[config.mk]
export PLATFORM = sky130hd
export DESIGN_NAME = stmr_math
export DESIGN_NICKNAME = d
export VERILOG_FILES = /design/src/hdl/stereo_tap_meter_and_recorder_top_macros.svh /design/src/hdl/stmr_pkg.sv /design/src/hdl/stmr_math.sv
export SDC_FILE = /design/constraint.sdc
export NUM_CORES = 1
export LEC_CHECK = 0
export BUFFER_PORTS_ARGS = -buffer_cell sky130_fd_sc_hd__buf_2
export CAP_MARGIN = 20
export CORE_UTILIZATION = 60
export DETAILED_ROUTE_END_ITERATION = 6
export HOLD_SLACK_MARGIN = 0.15
export PLACE_DENSITY = 0.84
export SKIP_CTS_REPAIR_TIMING = 1
export SLEW_MARGIN = 20
export SYNTH_ARGS = -nofsm -noshare
export SYNTH_HDL_FRONTEND = slang
export SYNTH_SLANG_ARGS = --single-unit
[constraint.sdc]
create_clock -name i_clk -period 26.3 [get_ports i_clk]
set_input_delay 3.945 -clock i_clk [delete_from_list [all_inputs] [get_ports i_clk]]
set_output_delay 3.945 -clock i_clk [all_outputs]
set_load 0.05 [all_outputs]
[src/hdl/stereo_tap_meter_and_recorder_top_macros.svh]
// Assertion macros shared by the stereo tap meter and recorder RTL.
`ifndef STEREO_TAP_METER_AND_RECORDER_TOP_MACROS_SVH
`define STEREO_TAP_METER_AND_RECORDER_TOP_MACROS_SVH
`ifndef ASSERT_OFF
// Checks that a condition implies another one in the same cycle.
`define ASSERT_IMPLIES(label, clk, rst_n, cond, prop) \
    label: assert property (@(posedge clk) disable iff (!rst_n) (cond) |-> (prop)) \
        else $error("assertion failed");
// Checks that a condition implies another one in the next cycle.
`define ASSERT_NEXT(label, clk, rst_n, cond, prop) \
    label: assert property (@(posedge clk) disable iff (!rst_n) (cond) |=> (prop)) \
        else $error("assertion failed");
`else
`define ASSERT_IMPLIES(label, clk, rst_n, cond, prop)
`define ASSERT_NEXT(label, clk, rst_n, cond, prop)
`endif
`endif

[src/hdl/stmr_pkg.sv]
// Package with the types, constants and helpers of the stereo tap meter and recorder.
package stmr_pkg;

    localparam int RING_DEPTH  = 4096;
    localparam int MAX_BLOCK   = 4096;
    localparam int SAMPLE_BITS = 24;
    localparam int MAG_BITS    = SAMPLE_BITS - 1;
    localparam int SQ_BITS     = 2 * MAG_BITS;
    localparam int SUM_BITS    = 60;
    localparam int CNT_BITS    = 48;
    localparam int FILL_BITS   = 13;
    localparam int POS_BITS    = $clog2(RING_DEPTH);
    localparam int BLK_BITS    = $clog2(MAX_BLOCK + 1);
    localparam int STEP_BITS   = $clog2(SUM_BITS);
    localparam int CFG_IDX_BITS = 8;

    localparam logic [MAG_BITS-1:0] MAG_MAX = {MAG_BITS{1'b1}};

    // Register indexes.
    localparam logic [CFG_IDX_BITS-1:0] REG_TAP_MODE      = 8'd0;
    localparam logic [CFG_IDX_BITS-1:0] REG_RING_CAPACITY = 8'd1;

    // Commands.
    localparam logic [1:0] CMD_FRAME = 2'd0;
    localparam logic [1:0] CMD_POP   = 2'd1;
    localparam logic [1:0] CMD_CLEAR = 2'd2;

    // Tap modes.
    localparam logic [1:0] MODE_METER   = 2'd0;
    localparam logic [1:0] MODE_STICKY  = 2'd1;
    localparam logic [1:0] MODE_CAPTURE = 2'd2;

    typedef struct packed {
        logic [1:0]                    command;
        logic signed [SAMPLE_BITS-1:0] left_sample;
        logic signed [SAMPLE_BITS-1:0] right_sample;
        logic                          last_in_block;
    } t_in;

    typedef struct packed {
        logic                          meter_ready;
        logic [MAG_BITS-1:0]           peak_left;
        logic [MAG_BITS-1:0]           peak_right;
        logic [MAG_BITS-1:0]           rms_left;
        logic [MAG_BITS-1:0]           rms_right;
        logic                          popped_valid;
        logic signed [SAMPLE_BITS-1:0] popped_left;
        logic signed [SAMPLE_BITS-1:0] popped_right;
        logic [CNT_BITS-1:0]           sequence_count;
        logic [CNT_BITS-1:0]           dropped_count;
        logic                          overflow_flag;
        logic [FILL_BITS-1:0]          fill_level;
    } t_out;

    typedef enum logic [3:0] {
        S_IDLE, S_EXEC, S_SQL, S_SQR, S_ACCR, S_POP,
        S_RMSL, S_WAITL, S_RMSR, S_WAITR, S_OUT
    } t_state;

    typedef enum logic [1:0] {M_IDLE, M_DIV, M_SQRT} t_math_state;

    // Absolute value of a sample, saturated to the largest positive code.
    function automatic logic [MAG_BITS-1:0] magnitude(input logic signed [SAMPLE_BITS-1:0] s);
        logic [SAMPLE_BITS-1:0] m;
        m = s[SAMPLE_BITS-1] ? (~s + 1'b1) : s;
        return m[SAMPLE_BITS-1] ? MAG_MAX : m[MAG_BITS-1:0];
    endfunction

endpackage

[src/hdl/stmr_math.sv]
// Iterative divide and square root unit: floor(sqrt(sum / count)), saturated.
module stmr_math (
    input  logic                          i_clk,
    input  logic                          i_rst_n,
    input  logic                          i_start,
    input  logic [stmr_pkg::SUM_BITS-1:0] i_sum,
    input  logic [stmr_pkg::BLK_BITS-1:0] i_count,
    output logic                          o_done,
    output logic [stmr_pkg::MAG_BITS-1:0] o_root
);
    import stmr_pkg::*;

    localparam int DIV_LAST  = SUM_BITS - 1;
    localparam int SQRT_LAST = SUM_BITS / 2 - 1;

    t_math_state              r_state;
    logic [STEP_BITS-1:0]     r_cnt;
    logic [SUM_BITS-1:0]      r_num;
    logic [BLK_BITS-1:0]      r_rem;
    logic [BLK_BITS-1:0]      r_div;
    logic [SUM_BITS-1:0]      r_x;
    logic [SUM_BITS-1:0]      r_res;
    logic [SUM_BITS-1:0]      r_bit;
    logic                     r_done;
    logic [MAG_BITS-1:0]      r_root;

    logic [BLK_BITS:0]        rem_sh;
    logic                     qbit;
    logic [BLK_BITS-1:0]      rem_nx;
    logic [SUM_BITS-1:0]      num_nx;
    logic [SUM_BITS-1:0]      trial;
    logic                     take;

    // One restoring division step and one square root step per cycle.
    always_comb begin
        rem_sh = {r_rem, r_num[SUM_BITS-1]};
        qbit   = (rem_sh >= {1'b0, r_div});
        rem_nx = qbit ? BLK_BITS'(rem_sh - {1'b0, r_div}) : rem_sh[BLK_BITS-1:0];
        num_nx = {r_num[SUM_BITS-2:0], qbit};
        trial  = r_res + r_bit;
        take   = (r_x >= trial);
    end

    always_ff @(posedge i_clk) begin
        if (!i_rst_n) begin
            r_state <= M_IDLE;
            r_done  <= 1'b0;
        end else begin
            r_done <= 1'b0;
            case (r_state)
                M_IDLE: begin
                    if (i_start) begin
                        r_num   <= i_sum;
                        r_div   <= i_count;
                        r_rem   <= '0;
                        r_cnt   <= '0;
                        r_state <= M_DIV;
                    end
                end
                M_DIV: begin
                    r_num <= num_nx;
                    r_rem <= rem_nx;
                    if (r_cnt == STEP_BITS'(DIV_LAST)) begin
                        r_x     <= num_nx;
                        r_res   <= '0;
                        r_bit   <= SUM_BITS'(1) << (SUM_BITS - 2);
                        r_cnt   <= '0;
                        r_state <= M_SQRT;
                    end else begin
                        r_cnt <= r_cnt + 1'b1;
                    end
                end
                M_SQRT: begin
                    logic [SUM_BITS-1:0] res_nx;
                    res_nx = take ? ((r_res >> 1) + r_bit) : (r_res >> 1);
                    if (take) r_x <= r_x - trial;
                    r_res <= res_nx;
                    r_bit <= r_bit >> 2;
                    if (r_cnt == STEP_BITS'(SQRT_LAST)) begin
                        r_root  <= (res_nx > SUM_BITS'(MAG_MAX)) ? MAG_MAX
                                                                 : res_nx[MAG_BITS-1:0];
                        r_done  <= 1'b1;
                        r_state <= M_IDLE;
                    end else begin
                        r_cnt <= r_cnt + 1'b1;
                    end
                end
                default: r_state <= M_IDLE;
            endcase
        end
    end

    assign o_done = r_done;
    assign o_root = r_root;

endmodule

Yosys cells after proc, flatten, opt, wreduce, memory -nomap -nowiden
Index checks and enable logic that the tools add are counted.

operators by class
  $add $sub $neg = 5
  $lt $le $gt $ge = 3
  equality and inequality tests = 9
  muxes and demuxes = 22
  reduce and logical (&&, ||, !) cells = 12

operator list
  kind                                                                    number
  60-bit one-hot mux with 2 select lines                                  4
  60-bit two-way mux                                                      6
  59-bit by 60-bit adder with 60-bit output                               1
  60-bit adder                                                            1
  60-bit >= comparator                                                    1
  60-bit by 23-bit > comparator with 1-bit output, second input constant  1
  60-bit subtractor                                                       1
  13-bit two-way mux                                                      2
  13-bit one-hot mux with 2 select lines                                  1
  6-bit two-way mux                                                       3
  6-bit one-hot mux with 3 select lines                                   1
  3-bit AND reduction                                                     5
  14-bit by 13-bit >= comparator with 1-bit output                        1
  13-bit subtractor                                                       1
  2-bit != test, second input constant                                    5
  4-bit AND reduction                                                     2
  6-bit by 1-bit adder with 6-bit output, second input constant           1
  6-bit by 5-bit equality test with 1-bit output, second input constant   1
  6-bit equality test, second input constant                              1
  2-bit two-way mux                                                       3
  2-bit one-hot mux with 3 select lines                                   1
  2-bit nonzero test                                                      2
  3-bit nonzero test                                                      1
  2-bit by 1-bit equality test with 1-bit output, second input constant   1
  4 further kinds                                                         4

word-level totals
  register bits = 298
  output and inout port bits = 24

Longest topological paths before layout
  word-level depth = 4
  mapped depth = 30

Worst setup path after synthesis
No wires, ideal clock.

  path kind = input to register
  start point = input port i_rst_n
  end point = register r_x[0] (enable)
  data arrival time = 12.396 ns
  required time = 25.731 ns
  path slack = 13.335 ns
  stages on the path = 3
  path through = o21ai_0 nor2_1 a21boi_0

between the ends
  word-level cells in the longest chain between the ends = 1

ends and longest elaborated chain
  element                               RTL line         text
  start: declaration                    stmr_math.sv:4   input logic i_rst_n,
  4-bit AND reduction (no source line)  n/a
  end signal: assignment                stmr_math.sv:64  r_x <= num_nx;
  end signal: assignment                stmr_math.sv:76  if (take) r_x <= r_x - trial;
  end: declaration                      stmr_math.sv:21  logic [SUM_BITS-1:0] r_x;

No other way between the ends.
A chain may end at the register's enable or synchronous reset.

Final worst setup path
  start point = register r_res[4]
  end point = register r_root[18], in the netlist o_root[18], data pin

between the ends
  word-level cells in the longest chain between the ends = 4
  elaborated cells between the ends (all ways) = 5

ends and longest elaborated chain
  element                                          RTL line         text
  start: declaration                               stmr_math.sv:22  logic [SUM_BITS-1:0] r_res;
  start signal: assignment                         stmr_math.sv:77  r_res <= res_nx;
  60-bit adder                                     stmr_math.sv:40  trial = r_res + r_bit;
  60-bit >= comparator                             stmr_math.sv:41  take = (r_x >= trial);
  60-bit two-way mux (*)                           stmr_math.sv:75  res_nx = take ? ((r_res >> 1) + r_bit) : (r_res >> 1);
  60-bit by 23-bit > comparator with 1-bit output  stmr_math.sv:80  r_root <= (res_nx > SUM_BITS'(MAG_MAX)) ? MAG_MAX
  end signal: assignment                           stmr_math.sv:80
  end: declaration                                 stmr_math.sv:25  logic [MAG_BITS-1:0] r_root;

Every way passes the cells marked *; elsewhere a longest branch is shown, timed or not.

==> results.py <==
metrics = {
    "cells_and_area": {
        "fin_nets": 2366,
        "fin_util": 0.666,
        "syn_to_final_growth_pct": 8.55,
        "n_antenna_cell": 0,
        "drive_gt1_frac": 0.164,
        "fill_cells": 2666,
        "stdcell_area_mm2": 0.0224,
    },
    "critical_path": {
        "cp_slowest_stage_delay_ns": 0.82,
        "required_ns": 26.59,
        "crit_path_end_kind": "flip-flop",
        "worstPathArrival_ns": 9.21,
        "path_class": "reg -> reg",
        "crit_fanout": 56,
        "worst_setup_path_start_kind": "flip-flop",
        "reg2reg_setup_slack_ns": 17.38,
        "crit_top_cell": "nand4_1",
        "critPathSlowestCell": "nor3_4",
    },
    "sta": {
        "tightest_slew_ns": 0.988,
        "max-slew-margin-rel": 0.333,
        "rsz0062_at_grt": "false",
        "setup-violations-final": 0,
        "max_freq_ghz": 0.112,
        "skew_ns": 0.0299,
        "finalCritPeriodShare": 0.339,
        "fin_crit_ns": 8.92,
        "hold_viol_final": 0,
        "hold_slack_ns": 0.547,
        "setup_ws_ns": 17.38,
        "slew_viol_final": 0,
        "fin_setup_tns_ns": 0,
    },
    "global_routing": {
        "grt_pass1_vias": 16300,
        "grt_max_degree": 78,
        "grt_usage": 0.315,
        "use_met1": 0.421,
        "gr-usage-met3": 0.0367,
        "overflow": 0,
        "use_met2": 0.519,
        "top_usage_layer": "met2",
        "antenna_found_initial": 0,
        "grt_pass1_wl_um": 88300,
    },
    "floorplanning": {
        "die_area_mm2": 0.0352,
        "num_rows": 67,
        "io_pins": 100,
        "start_util": 0.613,
        "core_area_mm2": 0.0337,
        "die_x_um": 188,
        "dieHeight_um": 188,
    },
    "yosys": {
        "syn-num-nets": 2318,
        "synthSimpleGateAreaFrac": 0.174,
        "synthFlopType": "edfxtp_1",
        "synth_cells": 2099,
        "synth.avg_cell_area_um2": 9.85,
        "synth_area_leaders": "edfxtp_1 38%, ha_1 8.5%, mux2_2 5.9%, xnor2_1 4.5%, a21oi_1 3.6%",
        "ys_ff_latch": 268,
        "synth_seq_area_share": 0.388,
        "synth_mux_area_frac": 0.0634,
        "synth_xor_xnor_area_share": 0.0754,
        "yosysTopAreaCell": "edfxtp_1",
        "synth.cell_area_mm2": 0.0207,
        "async_flop_share": 0,
        "synth_common_cells": "265 x edfxtp_1, 170 x nor2_1, 154 x nand2_1, 147 x a21oi_1, 141 x ha_1",
        "synth_compound_area_frac": 0.177,
        "yosys_warnings": 0,
        "synth_top_area_share": 0.385,
        "synth_edf_count": 265,
        "synth_cell_type_count": 99,
        "synth_top_family_by_area": "compound AO/OA/AOI/OAI gates",
        "synthAdderAreaFrac": 0.0873,
        "synth.most_common_cell": "edfxtp_1",
    },
    "route": {
        "drtIter0Drc": 1573,
        "via_per_inst": 6.46,
        "drc": 0,
        "via_count": 16900,
        "wl_per_cell_um": 21.4,
        "drt_pass1_iterations": 6,
        "finalWirelength_um": 55900,
        "ant_nets": 0,
    },
    "placement": {
        "gp_congestion": 0.945,
        "port_buffers": 99,
        "hpwl_um": 41200,
        "place_area_mm2": 0.0214,
        "pre_cts_slack_ns": 17.33,
    },
    "job": {
        "maxCapViolations": 0,
    },
    "pwr": {
        "pwr-share-clk": 0.253,
        "power_frac_seq": 0.328,
        "power_switching_uw": 679,
        "combPwrFrac": 0.419,
        "power.density_mw_per_mm2": 78.4,
        "p_sw_frac": 0.386,
        "p_leak_nw": 8.20,
        "vdd_drop_max_uv": 60.9,
        "p_int_mw": 1.08,
    },
    "clock_tree": {
        "cts_tree": "done",
        "clock-root-buffer": "clkbuf_16",
        "clockBufferDepth": 3,
        "htreeDepth": 1,
        "cts.sinks": 268,
        "cts_buffers": 30,
        "clk_pin_slew_ns": 0.06,
        "clk_latency_ns": 0.60,
    },
    "outcome": {
        "outcome": "finished, final reports clean",
    },
    "hold_path": {
        "worstHoldPathType": "reg -> reg",
    },
}
-- cell usage in the layout (no fill, tap or decap), types with 11 or more instances in the layout --
cell | synthesis | layout
edfxtp_1 | 265 | 265
nor2_1 | 170 | 169
nand2_1 | 154 | 154
a21oi_1 | 147 | 147
ha_1 | 141 | 139
mux2_2 | 108 | 108
xnor2_1 | 107 | 107
buf_2 | 27 | 99
o21ai_0 | 96 | 96
xor2_1 | 71 | 71
inv_1 | 67 | 67
and2_1 | 57 | 57
nand3_1 | 57 | 57
a31oi_1 | 50 | 50
nand4_1 | 49 | 49
a21o_1 | 47 | 47
nor3_1 | 38 | 38
nor2b_1 | 39 | 38
clkbuf_16 | 0 | 30
o21bai_1 | 26 | 26
and3_1 | 20 | 20
o21a_1 | 20 | 20
o31ai_1 | 14 | 14
buf_4 | 7 | 13
nand2b_1 | 12 | 12
nor4_2 | 12 | 12
o21ai_1 | 11 | 11
or3_1 | 11 | 11
-- path summary, 6_finish.rpt --
kind | start | endpoint | cells past startpoint
setup / recovery | r_res[4]$_SDFFCE_PN0P_ | o_root[18]$_SDFFCE_PN1P_ | 26
hold / removal | r_state[1]$_SDFFE_PN0P_ | r_state[1]$_SDFFE_PN0P_ | 2
setup reg to reg | r_res[4]$_SDFFCE_PN0P_ | o_root[18]$_SDFFCE_PN1P_ | 26
hold reg to reg | r_state[1]$_SDFFE_PN0P_ | r_state[1]$_SDFFE_PN0P_ | 2
-- through the flow --
stage / total power [mW] / std cells
4_1_cts: 1.75 / 2619
6_report: 1.76 / 2619
3_3_place_gp: 1.29 / 2563
2_1_floorplan: 1.13 / 2099
5_1_grt: 1.85 / 2619
3_5_place_dp: 1.30 / 2563
-- layer usage --
metal / up-vias / wire, µm
li1: 7964 / -
met1: 8056 / 23600
met2: 761 / 26300
met3: 138 / 3700
met4: 0 / 2360
met5: - / 0
-- area by class of cell --
type                    instances  area [µm²]  area share
well taps                     448         561      0.0250
clock inverters                16         195     0.00870
multi-input cells            1667       12000       0.533
flip-flops and latches        268        8020       0.357
inverters                      68         255      0.0114
repair buffers                112         593      0.0264
clock buffers                  40         848      0.0378
-- logic make-up (layout without fill, tap and decap cells) --
kind of cell | count (synthesis) | count (layout)
xor+xnor | 178 | 178
fa+ha+maj | 143 | 143
simple gates | 687 | 687
mux | 117 | 117
buf+inv | 164 | 236
compound gates | 542 | 542
flops | 268 | 268
-- critical path, delay by kind of cell (launching register included) --
kind,cells,cell delay [ns]
AO/OA/AOI/OAI,12,3.78
XOR/XNOR,1,0.08
adder cells (fa/ha/maj),2,0.81
buffers and inverters,1,0.35
flip-flops,1,0.47
AND/OR/NAND/NOR,10,3.11
-- registers in the layout (all words and copies together), names as in the netlist --
register,flops
o_done,1
o_root,23
r_bit,30
r_cnt,6
r_div,13
r_num,60
r_rem,13
r_res,60
r_state,2
r_x,60
-- power by group through the flow --
stage	sequential (mW)	combinational [mW]	clock, mW
floorplan	0.567	0.563	0
global placement	0.581	0.705	0
detailed placement	0.583	0.718	0
CTS	0.575	0.727	0.451
global route	0.581	0.804	0.465
finish	0.577	0.738	0.446
No activity file was read; power rests on OpenSTA's default activity.
